===== config.mk =====
export PLATFORM = sky130hd
export DESIGN_NAME = nmea_sentence_framer_core
export DESIGN_NICKNAME = d
export VERILOG_FILES = /design/src/design/nsf_pkg.sv /design/src/design/nsf_front.sv /design/src/design/nsf_queue.sv /design/src/design/nsf_back.sv /design/src/design/nmea_sentence_framer_core.sv
export SDC_FILE = /design/constraint.sdc
export NUM_CORES = 1
export LEC_CHECK = 0
export ABC_AREA = 1
export BUFFER_PORTS_ARGS = -buffer_cell sky130_fd_sc_hd__buf_4
export CAP_MARGIN = 20
export CORE_AREA = 2 2 113 115
export DETAILED_ROUTE_END_ITERATION = 12
export DIE_AREA = 0 0 115 117
export HOLD_SLACK_MARGIN = 0.05
export PLACE_DENSITY = 0.52
export REMOVE_ABC_BUFFERS = 1
export SLEW_MARGIN = 5
export SYNTH_ARGS = -nofsm -noshare
export SYNTH_HDL_FRONTEND = slang
export SYNTH_SLANG_ARGS = --single-unit

===== constraint.sdc =====
create_clock -name clk -period 3.1 [get_ports clk]
set_input_delay 0.62 -clock clk [delete_from_list [all_inputs] [get_ports clk]]
set_output_delay 0.62 -clock clk [all_outputs]
set_load 0.01 [all_outputs]

===== src/design/nsf_pkg.sv =====
`timescale 1ns / 1ps
// ----------------------------------------------------------------------------
// nsf_pkg: shared types and constants of the nmea sentence framer
// Character codes, token format between the front and back halves, sentence
// kind codes and the result packing.
// ----------------------------------------------------------------------------
package nsf_pkg;

  // line store limits
  localparam int LINE_CAPACITY = 128;
  localparam int LEN_W         = $clog2(LINE_CAPACITY);
  localparam logic [LEN_W-1:0] LINE_LIMIT = LEN_W'(LINE_CAPACITY - 1);

  // character codes
  localparam logic [7:0] CH_START = 8'h24;
  localparam logic [7:0] CH_CR    = 8'h0D;
  localparam logic [7:0] CH_LF    = 8'h0A;
  localparam logic [7:0] CH_COMMA = 8'h2C;

  // positions of the bytes that are kept
  localparam logic [LEN_W-1:0] POS_TAG0  = LEN_W'(2);
  localparam logic [LEN_W-1:0] POS_TAG1  = LEN_W'(3);
  localparam logic [LEN_W-1:0] POS_TAG2  = LEN_W'(4);
  localparam logic [LEN_W-1:0] POS_FLD0  = LEN_W'(6);
  localparam logic [LEN_W-1:0] POS_FLD1  = LEN_W'(7);
  localparam logic [LEN_W-1:0] MIN_KIND_LEN  = LEN_W'(5);
  localparam logic [LEN_W-1:0] EMPTY_MIN_LEN = LEN_W'(8);

  // sentence kinds
  localparam int KIND_W = 3;
  typedef enum logic [KIND_W-1:0] {
    KIND_RMC   = 3'd0,
    KIND_GGA   = 3'd1,
    KIND_GSA   = 3'd2,
    KIND_GSV   = 3'd3,
    KIND_OTHER = 3'd4
  } kind_t;

  // three-letter tag of each known kind
  typedef logic [23:0] tag_t;
  localparam int NUM_TAGS = 4;
  localparam tag_t KIND_TAGS [NUM_TAGS] = '{"RMC", "GGA", "GSA", "GSV"};

  // token passed from the front to the back
  typedef enum logic [1:0] {
    TOK_DATA  = 2'd0,
    TOK_START = 2'd1,
    TOK_EOL   = 2'd2
  } tok_kind_t;

  typedef struct packed {
    tok_kind_t  kind;
    logic [7:0] data;
  } token_t;

  // result packing on the master side
  localparam int RES_BITS = KIND_W + LEN_W + 1;
  localparam int OUT_W    = ((RES_BITS + 7) / 8) * 8;

  // tag match: returns the kind of a three-byte tag
  function automatic kind_t tag_kind(input logic [7:0] b0, input logic [7:0] b1,
                                     input logic [7:0] b2);
    kind_t k;
    k = KIND_OTHER;
    for (int i = NUM_TAGS - 1; i >= 0; i--) begin
      if ({b0, b1, b2} == KIND_TAGS[i]) begin
        k = kind_t'(KIND_W'(i));
      end
    end
    return k;
  endfunction

endpackage


===== src/design/nsf_front.sv =====
`timescale 1ns / 1ps
// ----------------------------------------------------------------------------
// nsf_front: byte classifier
// Sorts each received byte into start, line end or data and forms a token.
// ----------------------------------------------------------------------------
module nsf_front (
  input  logic             s_tvalid,
  output logic             s_tready,
  input  logic [7:0]       s_tdata,
  output logic             tok_valid,
  input  logic             tok_ready,
  output nsf_pkg::token_t  tok
);
  import nsf_pkg::*;

  // flow passes straight to the queue
  assign tok_valid = s_tvalid;
  assign s_tready  = tok_ready;

  // classify the byte
  always_comb begin
    tok.data = s_tdata;
    if (s_tdata == CH_START) begin
      tok.kind = TOK_START;
    end else if (s_tdata == CH_CR || s_tdata == CH_LF) begin
      tok.kind = TOK_EOL;
    end else begin
      tok.kind = TOK_DATA;
    end
  end

endmodule


===== src/design/nsf_queue.sv =====
`timescale 1ns / 1ps
// ----------------------------------------------------------------------------
// nsf_queue: two-entry token queue
// Decouples the classifier from the framer; push and pop may share a cycle.
// ----------------------------------------------------------------------------
module nsf_queue (
  input  logic             clk,
  input  logic             rst,
  input  logic             in_valid,
  output logic             in_ready,
  input  nsf_pkg::token_t  in_tok,
  output logic             out_valid,
  input  logic             out_ready,
  output nsf_pkg::token_t  out_tok
);
  import nsf_pkg::*;

  token_t     slots [2];
  logic       wr_ptr;
  logic       rd_ptr;
  logic [1:0] count;
  logic       push;
  logic       pop;

  assign in_ready  = (count != 2'd2);
  assign out_valid = (count != 2'd0);
  assign out_tok   = slots[rd_ptr];
  assign push      = in_valid && in_ready;
  assign pop       = out_valid && out_ready;

  // slot storage
  always_ff @(posedge clk) begin
    if (push) begin
      slots[wr_ptr] <= in_tok;
    end
  end

  // pointers and fill count
  always_ff @(posedge clk) begin
    if (rst) begin
      wr_ptr <= 1'b0;
      rd_ptr <= 1'b0;
      count  <= 2'd0;
    end else begin
      if (push) begin
        wr_ptr <= ~wr_ptr;
      end
      if (pop) begin
        rd_ptr <= ~rd_ptr;
      end
      case ({push, pop})
        2'b10:   count <= count + 2'd1;
        2'b01:   count <= count - 2'd1;
        default: count <= count;
      endcase
    end
  end

endmodule


===== src/design/nsf_back.sv =====
`timescale 1ns / 1ps
// ----------------------------------------------------------------------------
// nsf_back: line framer
// Tracks the open line, keeps the tag and first field bytes, and registers
// one result request per completed non-empty line.
// ----------------------------------------------------------------------------
module nsf_back (
  input  logic                        clk,
  input  logic                        rst,
  input  logic                        tok_valid,
  output logic                        tok_ready,
  input  nsf_pkg::token_t             tok,
  output logic                        m_tvalid,
  input  logic                        m_tready,
  output logic [nsf_pkg::OUT_W-1:0]   m_tdata
);
  import nsf_pkg::*;

  typedef enum logic [1:0] {
    PH_IDLE = 2'b01,
    PH_LINE = 2'b10
  } phase_t;

  phase_t           phase;
  phase_t           phase_next;
  logic [LEN_W-1:0] stored_length;
  logic [7:0]       tag0;
  logic [7:0]       tag1;
  logic [7:0]       tag2;
  logic [7:0]       fld0;
  logic [7:0]       fld1;
  logic             step;
  logic             emit;
  kind_t            kind;
  logic             empty_flag;

  assign tok_ready = !m_tvalid || m_tready;
  assign step      = tok_valid && tok_ready;

  // line classification at line end
  always_comb begin
    kind = KIND_OTHER;
    if (stored_length > MIN_KIND_LEN) begin
      kind = tag_kind(tag0, tag1, tag2);
    end
    empty_flag = (kind != KIND_OTHER) && (stored_length >= EMPTY_MIN_LEN) &&
                 (fld0 == CH_COMMA) && (fld1 == CH_COMMA);
  end

  // phase transitions
  always_comb begin
    phase_next = phase;
    emit       = 1'b0;
    case (phase)
      PH_IDLE: begin
        if (tok.kind == TOK_START) begin
          phase_next = PH_LINE;
        end
      end
      PH_LINE: begin
        case (tok.kind)
          TOK_EOL: begin
            phase_next = PH_IDLE;
            emit       = (stored_length != '0);
          end
          TOK_START: begin
            phase_next = PH_IDLE;
          end
          default: begin
            if (stored_length >= LINE_LIMIT) begin
              phase_next = PH_IDLE;
            end
          end
        endcase
      end
      default: begin
        phase_next = PH_IDLE;
      end
    endcase
  end

  // control state
  always_ff @(posedge clk) begin
    if (rst) begin
      phase         <= PH_IDLE;
      stored_length <= '0;
      m_tvalid      <= 1'b0;
    end else begin
      if (step) begin
        phase <= phase_next;
        if (phase == PH_IDLE) begin
          stored_length <= '0;
        end else if (tok.kind == TOK_DATA && stored_length < LINE_LIMIT) begin
          stored_length <= stored_length + LEN_W'(1);
        end
      end
      if (step && emit) begin
        m_tvalid <= 1'b1;
      end else if (m_tready) begin
        m_tvalid <= 1'b0;
      end
    end
  end

  // kept line bytes
  always_ff @(posedge clk) begin
    if (step && phase == PH_LINE && tok.kind == TOK_DATA) begin
      case (stored_length)
        POS_TAG0: tag0 <= tok.data;
        POS_TAG1: tag1 <= tok.data;
        POS_TAG2: tag2 <= tok.data;
        POS_FLD0: fld0 <= tok.data;
        POS_FLD1: fld1 <= tok.data;
        default: ;
      endcase
    end
  end

  // result register
  always_ff @(posedge clk) begin
    if (step && emit) begin
      m_tdata <= OUT_W'({empty_flag, stored_length, kind});
    end
  end

endmodule


===== src/design/nmea_sentence_framer_core.sv =====
`timescale 1ns / 1ps
// ----------------------------------------------------------------------------
// nmea_sentence_framer_core: nmea 0183 sentence framer
// Frames '$'-started lines from a byte stream and reports length, kind and
// empty flag of each completed line.
// ----------------------------------------------------------------------------
// One received byte is taken per clock cycle, sustained, while the result side
// keeps up; a byte passes the classifier, a two-entry token queue and the
// framer step, and a result is registered in the framer once its line-ending
// byte leaves the queue. The framer takes a token whenever its result register
// is free or being read, which sets the rate. Only the bytes that decide the
// result (tag bytes 2 to 4, field bytes 6 and 7) are held; lines of more than
// 127 data bytes are dropped, as are empty lines and lines cut by a second '$'.
module nmea_sentence_framer_core (
  input  logic                        clk,
  input  logic                        rst,
  input  logic                        s_tvalid,
  output logic                        s_tready,
  input  logic [7:0]                  s_tdata,   // [7:0] rx_byte
  output logic                        m_tvalid,
  input  logic                        m_tready,
  // [2:0] sentence_kind, [9:3] line_length, [10] empty_sentence, rest zero
  output logic [nsf_pkg::OUT_W-1:0]   m_tdata
);
  import nsf_pkg::*;

  logic   f_valid;
  logic   f_ready;
  token_t f_tok;
  logic   q_valid;
  logic   q_ready;
  token_t q_tok;

  // byte classifier
  nsf_front u_front (
    .s_tvalid  (s_tvalid),
    .s_tready  (s_tready),
    .s_tdata   (s_tdata),
    .tok_valid (f_valid),
    .tok_ready (f_ready),
    .tok       (f_tok)
  );

  // token queue
  nsf_queue u_queue (
    .clk       (clk),
    .rst       (rst),
    .in_valid  (f_valid),
    .in_ready  (f_ready),
    .in_tok    (f_tok),
    .out_valid (q_valid),
    .out_ready (q_ready),
    .out_tok   (q_tok)
  );

  // line framer
  nsf_back u_back (
    .clk       (clk),
    .rst       (rst),
    .tok_valid (q_valid),
    .tok_ready (q_ready),
    .tok       (q_tok),
    .m_tvalid  (m_tvalid),
    .m_tready  (m_tready),
    .m_tdata   (m_tdata)
  );

  // a reported line is never empty
  a_len_nonzero: assert property (@(posedge clk) disable iff (rst)
    m_tvalid |-> m_tdata[KIND_W +: LEN_W] != '0)
    else $error("result with zero line length");

  // short lines carry no kind
  a_short_other: assert property (@(posedge clk) disable iff (rst)
    m_tvalid && (m_tdata[KIND_W +: LEN_W] <= MIN_KIND_LEN)
      |-> m_tdata[KIND_W-1:0] == KIND_OTHER)
    else $error("kind reported for a short line");

  // empty flag only for known kinds of sufficient length
  a_empty_known: assert property (@(posedge clk) disable iff (rst)
    m_tvalid && m_tdata[KIND_W + LEN_W]
      |-> (m_tdata[KIND_W-1:0] != KIND_OTHER) &&
          (m_tdata[KIND_W +: LEN_W] >= EMPTY_MIN_LEN))
    else $error("empty flag on an unknown or short line");

  // padding bits stay zero
  a_pad_zero: assert property (@(posedge clk) disable iff (rst)
    m_tvalid |-> m_tdata[OUT_W-1:RES_BITS] == '0)
    else $error("nonzero padding in result");

endmodule

After elaboration in Yosys (flattened, before gate mapping)
Memories as Yosys holds them, arrays and structs flattened. A register that Yosys moved wholly into a read port is not among the register bits.
Index checks and enable logic that the tools add are counted.
{ "word_totals": {"regBits": 65, "latch_bits": 0, "out_inout_bits": 18, "rom_bits": 0, "in_bits": 12, "ramBits": 20, "mem_count": 1} }
{ "memory_table": {"columns": ["memory", "depth", "width", "read_ports", "rd_ports_with_merged_regs", "wr", "line_no", "source"], "rows": [
  ["u_queue.slots", 2, 10, 1, 1, 1, "nsf_queue.sv:18", "token_t slots [2];"]
]} }
{ "classes": {"mux": 22, "n_addsub": 3, "shifts": 0, "div_mod_pow": 0, "reduce_logical": 26, "n_bitwise": 2, "eq_ne": 24, "order_cmp": 4, "n_mul": 0} }
{ "ops": {"columns": ["cell", "count"], "rows": [
  ["equality test 24 x 23 -> 1 bit, second input constant", 4],
  ["equality test 8 x 6 -> 1 bit, second input constant", 3],
  ["equality test 7 x 3 -> 1 bit, second input constant", 3],
  ["equality test 8 x 4 -> 1 bit, second input constant", 2],
  ["two-way mux 3 bit", 5],
  ["equality test 7 x 2 -> 1 bit, second input constant", 2],
  ["two-way mux 7 bit", 2],
  ["AND reduction 2 bit", 6],
  ["two-way mux 2 bit", 5],
  ["logical AND 1 bit", 9],
  ["two-way mux 1 bit", 8],
  ["case mux 2 bit (2 select lines)", 2],
  ["nonzero test 2 bit", 4],
  ["adder 7 x 1 -> 7 bit, second input constant", 1],
  ["greater-or-equal comparator 7 x 4 -> 1 bit, second input constant", 1],
  ["greater-or-equal comparator 7 bit, second input constant", 1],
  ["> comparator 7 x 3 -> 1 bit, second input constant", 1],
  ["less-than comparator 7 bit, second input constant", 1],
  ["nonzero test 7 bit", 1],
  ["equality test 2 x 1 -> 1 bit, second input constant", 3],
  ["equality test 2 bit, second input constant", 3],
  ["!= test 3 x 2 -> 1 bit, second input constant", 1],
  ["!= test 3 bit, second input constant", 1],
  ["AND reduction 3 bit", 1],
  ["other kinds (9)", 11]
]} }

Longest topological paths before layout
Gate-level depths: netlist of the first run.
{ "logic_depth": {"word_depth": 10, "ltp_mapped": 12, "mapped_depth_nobuf": 12} }

Cells and area by module
From an unflattened synthesis of the first run, not the netlist that was laid out.
{ "unflattened": {"hier_cells": 347, "area_unflattened_um2": 3813.7} }
{ "modules_own_cells": {"columns": ["mod", "cells_per_inst", "area_each_um2", "instances", "seq_area_each_um2"], "rows": [
  ["nsf_back", 245, 2607.5, 1, 1731.7],
  ["nsf_queue", 69, 1028.5, 1, 700.7],
  ["nsf_front", 33, 177.7, 1, 0.0]
]} }

Worst setup path before layout of the first run
Ideal clock, no wire load.
{ "synth_timing": {"path_kind": "register to register", "start": "register (tool-made name)", "end": "register u_back.fld1[0] (enable)", "t_arrival_ps": 1897, "required_time_ps": 2717, "stages_incl_launch_ff": 8, "path_buffers": 1, "setup_slack_ps": 819, "path_cell_list": "dfxtp_1 -> buf_2 -> o21ai_0 -> ha_1 -> inv_1 -> nor3_1 -> inv_1 -> nor3_1"} }
{ "synth_lines": {"columns": ["element", "line_no", "source"], "rows": [
  ["end signal, assigned", "nsf_back.sv:113", "POS_FLD1: fld1 <= tok.data;"],
  ["end, declared", "nsf_back.sv:31", "logic [7:0] fld1;"]
]} }

==> results.sh, run 1 <==
export IMPL_clk_latency_ns=0.34
export IMPL_root_buffer="clkbuf_16"
export IMPL_endpoint_kind="flop"
export IMPL_gr_total_overflow=0
export IMPL_cp_start_kind="flop"
export IMPL_min_to="u_back.m_tdata[9]$_DFFE_PP_"
export IMPL_place_gp_congestion=0.755
export IMPL_power_mw=3.09
export IMPL_cts_max_path_buffers=2
export IMPL_r2r_setup_slack_ns=0.80
export IMPL_core_area_mm2=0.0123
export IMPL_power_leakage_nw=1.66
export IMPL_hold_violations=0
export IMPL_tightest_slew_ns=0.945
export IMPL_synth_top_family_by_area="simple AND/OR/NAND/NOR gates"
export IMPL_syn_inst=322
export IMPL_initial_utilization=0.293
export IMPL_synth_mux_area_frac=0.0249
export IMPL_htreeDepth=3
export IMPL_dp_cells=497
export IMPL_path_common_cell="nand2_1"
export IMPL_wl_per_cell_um=12.3
export IMPL_antenna_cells=0
export IMPL_cts_sink_count=86
export IMPL_finalMaxSlewViolations=0
export IMPL_critical_path_required_ns=3.07
export IMPL_synth_warnings=0
export IMPL_rsz0062_at_grt="no"
export IMPL_grt_max_degree=16
export IMPL_worstHoldStart="u_back.stored_length[6]$_SDFFE_PP0P_"
export IMPL_worstSetupPathType="reg -> reg"
export IMPL_drt_total_wl_mm=6.30
export IMPL_io_buffers=24
export IMPL_multiInputGateArea_um2=973
export IMPL_num_rows=41
export IMPL_syn_to_final_growth_pct=18.3
export IMPL_yosys_area_share_simple=0.169
export IMPL_synth_area_leader_cell="edfxtp_1"
export IMPL_cts_tree="built"
export IMPL_dpl_hpwl_mm=4.57
export IMPL_tns_ns=0
export IMPL_synth_seq_cells=86
export IMPL_max_cap_violations=0
export IMPL_p_per_area_mw_per_mm2=723
export IMPL_synth_xor_area_frac=0.00242
export IMPL_path_cells="nand2_1, o21ai_0, ha_1, inv_1, nor3_1, nand2_1, nor2_1"
export IMPL_status="completed"
export IMPL_ctsHoldBuffers=0
export IMPL_yosysSeqAreaShare=0.673
export IMPL_io_pins=30
export IMPL_slew_headroom=0.368
export IMPL_cpMaxStageDelayCell="dfxtp_1"
export IMPL_via_per_inst=4.29
export IMPL_finClkSkew_ns=0.00743
export IMPL_placed_area_mm2=0.00398
export IMPL_drtPass1Iterations=4
export IMPL_rr_worst_depth=7
export IMPL_cts_resized=0
export IMPL_gr_usage_met2=0.162
export IMPL_synth_top_area_frac=0.590
export IMPL_stdcell_count=513
export IMPL_synth_area_per_cell_um2=11.2
export IMPL_whs_path_depth=0
export IMPL_numCtsBuffers=9
export IMPL_num_nets_final=378
export IMPL_grt_pass1_wl_mm=10.2
export IMPL_antenna_found_initial=0
export IMPL_ant_nets=0
export IMPL_grt_busiest_layer="met2"
export IMPL_final_area_mm2=0.00427
export IMPL_num_vias=2202
export IMPL_postCtsSetupBuffers=0
export IMPL_drc=0
export IMPL_grt_pass1_vias=2117
export IMPL_path_clk_slew_ns=0.06
export IMPL_critPathMaxStageDelay_ns=0.59
export IMPL_die_h_um=117
export IMPL_hold_path_class="reg -> reg"
export IMPL_synthAdderAreaFrac=0.0277
export IMPL_synthTopCellsByArea="edfxtp_1 59%, dfxtp_1 8.3%, nand2_1 5.2%"
export IMPL_grtUsageMet3=0.0299
export IMPL_fmax_ghz=0.435
export IMPL_grt_usage=0.101
export IMPL_synth_cell_type_count=32
export IMPL_post_route_period_util=0.741
export IMPL_finalSetupViolCount=0
export IMPL_die_width_um=115
export IMPL_cp_arrival_ns=2.27
export IMPL_period_minus_slack_ns=2.30
export IMPL_globalRouteMet1Util=0.130
export IMPL_n_fill_cell=1227
export IMPL_critPathMaxFanout=12
export IMPL_syn_area_mm2=0.00361
export IMPL_first_iter_violations=111
export IMPL_hold_slack_ns=0.432
export IMPL_synth_compound_area_frac=0.0405
export IMPL_seq_area_mm2=0.00243
export IMPL_drive_above_1_share=0.171
export IMPL_r2r_end="u_back.tag0[4]$_DFFE_PP_"
export IMPL_peakVddDrop_mv=0.315
export IMPL_dieArea_mm2=0.0135
## cell type report
type                       count  area share
clock buffer                   9      0.0527
clock inverter                 7      0.0170
inverter                      48      0.0422
multi-input combinational    186       0.228
sequential                    86       0.569
tap                          150      0.0439
timing repair buffer          27      0.0474
## metrics by stage
stage,worst slack (ns),utilization
2_1_floorplan,0.861,-
6_report,0.802,0.347
4_1_cts,0.715,0.347
5_1_grt,0.532,0.347
3_5_place_dp,0.725,0.323
3_3_place_gp,0.834,0.323
## synth_stat cells
master	n
nor2_2	2
ha_1	8
a21oi_2	1
nand2_2	2
buf_2	1
inv_1	47
o2111ai_1	1
and2_1	1
mux2_2	8
nor2_1	47
edfxtp_1	71
nand2_1	50
o31ai_2	1
or2_2	2
o211ai_1	1
o21ai_0	5
nor3b_1	1
nor4_1	3
o21ai_2	1
inv_2	1
dfxtp_1	15
nand3_2	1
conb_1	1
nand3b_1	2
a21oi_1	15
nand4_1	2
buf_4	5
and3_1	1
nand2_4	1
xor2_1	1
nand3_1	16
nor3_1	8
## per-layer routing
metal  up-vias  wire length, µm  part of all wire
li1       1137                -                 -
met1      1020             3070              0.49
met2        36             2900              0.46
met3         9              237             0.038
met4         0               97             0.015
met5         -                0                 0
## sequential cells by signal, summed over array words and instances, names as in the netlist, named ones only
name / flops
u_back.phase: 2
u_queue.wr_ptr: 1
u_back.tag2: 8
u_queue.slots: 20
u_back.fld0: 8
u_back.m_tdata: 11
u_queue.count: 2
u_back.tag1: 8
u_back.fld1: 8
u_back.stored_length: 7
u_back.m_tvalid: 1
u_back.tag0: 8
u_queue.rd_ptr: 1
## cells by family after synthesis
logic type | count (synthesis)
compound gates | 25
xor+xnor | 1
fa+ha+maj | 8
buf+inv | 54
flops | 86
mux | 8
other cells | 1
simple gates | 139
## critical path: cells and delay by family, from the launching register on
kind	cells	cell delay, ns
AOI/OAI and AO/OA	1	0.16
adders and majority gates	1	0.21
buffers and inverters	1	0.05
DFF	1	0.59
and+or+nand+nor	4	0.91
## cell usage in the layout (no fill, tap or decap), drive strengths merged, types with 6 or more instances in the layout
cell type,count
a21oi,16
buf,27
clkbuf,9
dfxtp,15
edfxtp,71
ha,8
inv,50
mux2,8
nand2,53
nand3,17
nor2,49
nor3,8
o21ai,6
## worst max path at each step
stage               slack, ns                        to
finish                   0.80  u_back.tag0[4]$_DFFE_PP_
global route             0.53  u_back.tag0[0]$_DFFE_PP_
CTS                      0.72  u_back.fld0[7]$_DFFE_PP_
detailed placement       0.73  u_back.fld0[1]$_DFFE_PP_
global placement         0.83  u_back.fld0[2]$_DFFE_PP_
floorplan                0.86  u_back.fld1[0]$_DFFE_PP_
## power breakdown
part / switching [mW] / internal, mW / leakage (nW)
clock network: 0.437 / 0.626 / 0.144
logic: 0.373 / 0.191 / 0.738
registers: 0.0704 / 1.39 / 0.779
total: 0.880 / 2.21 / 1.66
Power figures use the tool's default switching activity.
==> inputs of run 2 (changes only) <==
- clock period: 3.1 -> 2.2 ns (I/O delays scaled with it)
==> run 2 against run 1 <==
Effect of this change: combinational power increased by 51%; power rose by 43%; sequential power increased by 39%; critical path depth down 2; via count grew 2.0%; first-iteration DRC count fell by 1.8%; largest cell class unchanged; largest power group unchanged.
==> results.sh, run 2 (synthesized netlist as in run 1, its figures left out) <==
export IMPL_status="completed"
export IMPL_gr_total_overflow=0
export IMPL_place_gp_congestion=0.793
export IMPL_grt_pass1_vias=2082
export IMPL_reg_top3="u_queue.slots (20), u_back.m_tdata (11)"
export IMPL_io_buffers=24
export IMPL_cts_sink_count=86
export IMPL_endpoint_kind="flop"
export IMPL_peakVddDrop_mv=0.469
export IMPL_power_leakage_nw=1.69
export IMPL_numCtsBuffers=9
export IMPL_layout_common_cells="71 x edfxtp_1, 50 x nand2_1, 47 x inv_1, 47 x nor2_1, 33 x buf_4"
export IMPL_cts_max_path_buffers=2
export IMPL_cp_arrival_ns=1.93
export IMPL_fmax_ghz=0.513
export IMPL_antenna_found_initial=0
export IMPL_dieArea_mm2=0.0135
export IMPL_rsz0062_at_grt="no"
export IMPL_core_area_mm2=0.0123
export IMPL_final_area_mm2=0.00433
export IMPL_grt_usage=0.102
export IMPL_drt_total_wl_mm=6.48
export IMPL_drtPass1Iterations=5
export IMPL_path_cells="o21ai_0, ha_1, nor3b_1, o21ai_0, inv_1"
export IMPL_syn_to_final_growth_pct=19.8
export IMPL_placed_area_mm2=0.00402
export IMPL_critical_path_required_ns=2.18
export IMPL_grt_pass1_wl_mm=10.2
export IMPL_num_nets_final=384
export IMPL_wl_per_cell_um=12.5
export IMPL_cts_resized=0
export IMPL_num_vias=2247
export IMPL_p_per_area_mw_per_mm2=1020
export IMPL_period_minus_slack_ns=1.95
export IMPL_initial_utilization=0.293
export IMPL_clk_latency_ns=0.33
export IMPL_largest_reg_flops=20
export IMPL_die_width_um=115
export IMPL_postCtsSetupBuffers=0
export IMPL_cts_tree="built"
export IMPL_stdcell_count=519
export IMPL_slew_headroom=0.612
export IMPL_ant_nets=0
export IMPL_tightest_slew_ns=0.577
export IMPL_root_buffer="clkbuf_16"
export IMPL_finalSetupViolCount=0
export IMPL_num_rows=41
export IMPL_die_h_um=117
export IMPL_finClkSkew_ns=0.00803
export IMPL_dpl_hpwl_mm=4.73
export IMPL_first_iter_violations=109
export IMPL_hold_path_class="in -> reg"
export IMPL_ctsHoldBuffers=0
export IMPL_layout_commonest_cell="edfxtp_1"
export IMPL_drive_above_1_share=0.187
export IMPL_htreeDepth=3
export IMPL_dp_cells=503
export IMPL_largest_register="u_queue.slots"
export IMPL_cpMaxStageDelayCell="inv_1"
export IMPL_finalMaxSlewViolations=0
export IMPL_max_cap_violations=0
export IMPL_critPathMaxFanout=11
export IMPL_io_pins=30
export IMPL_via_per_inst=4.33
export IMPL_grt_max_degree=17
export IMPL_critPathMaxStageDelay_ns=0.37
export IMPL_path_clk_slew_ns=0.07
export IMPL_post_route_period_util=0.886
export IMPL_cp_start_kind="flop"
export IMPL_worstSetupPathType="reg -> reg"
export IMPL_antenna_cells=0
export IMPL_final_util=0.352
export IMPL_drc=0
export IMPL_path_common_cell="o21ai_0"
export IMPL_hold_violations=0
## run 2: layout make-up
class | instances | area (µm²)
fillers | 1207 | 7980
flip-flops and latches | 86 | 2430
multi-input cells | 186 | 973
repair buffers | 33 | 248
clock buffers | 9 | 225
well taps | 150 | 188
inverters | 48 | 180
clock inverters | 7 | 81.3
## run 2: metrics by stage
stage | hold slack (ns) | setup slack [ns] | TNS (ns) | power (mW)
after floorplan | 0.408 | -0.0395 | -0.948 | 2.64
after global placement | 0.438 | 0.293 | 0 | 2.91
after global routing | 0.297 | 0.0161 | 0 | 4.65
after detailed placement | 0.438 | 0.242 | 0 | 2.94
after CTS | 0.298 | 0.236 | 0 | 4.47
final | 0.310 | 0.250 | 0 | 4.41
## run 2: metal layers
metal  GRT usage  vias up  routed length [µm]
met5           0        -                   0
met4      0.0442        0                  23
met3      0.0257        2                 258
met2       0.165       36                3150
met1       0.130     1056                3050
li1            -     1153                   -
## run 2: critical path, delay by kind of cell (launching register included)
| family | cells | cell delay [ns] |
|---|---|---|
| and+or+nand+nor | 1 | 0.17 |
| buffers and inverters | 1 | 0.37 |
| adders and majority gates | 1 | 0.21 |
| DFF | 1 | 0.36 |
| AOI/OAI and AO/OA | 2 | 0.51 |
## run 2: final timing paths
check,startpoint,end,slack (ns),cells past startpoint
min reg2reg,u_back.stored_length[6]$_SDFFE_PP0P_,u_back.m_tdata[9]$_DFFE_PP_,0.45,0
max reg2reg,u_queue.slots[0][8]$_DFFE_PP_,u_back.m_tdata[10]$_DFFE_PP_,0.25,5
max,u_queue.slots[0][8]$_DFFE_PP_,u_back.m_tdata[10]$_DFFE_PP_,0.25,5
min,s_tdata[5],u_queue.slots[1][5]$_DFFE_PP_,0.31,1
## run 2: power breakdown
part           internal (mW)  total, mW  switching, mW
clock                  0.897       1.53          0.631
combinational          0.291      0.851          0.560
sequential              1.96       2.03         0.0762
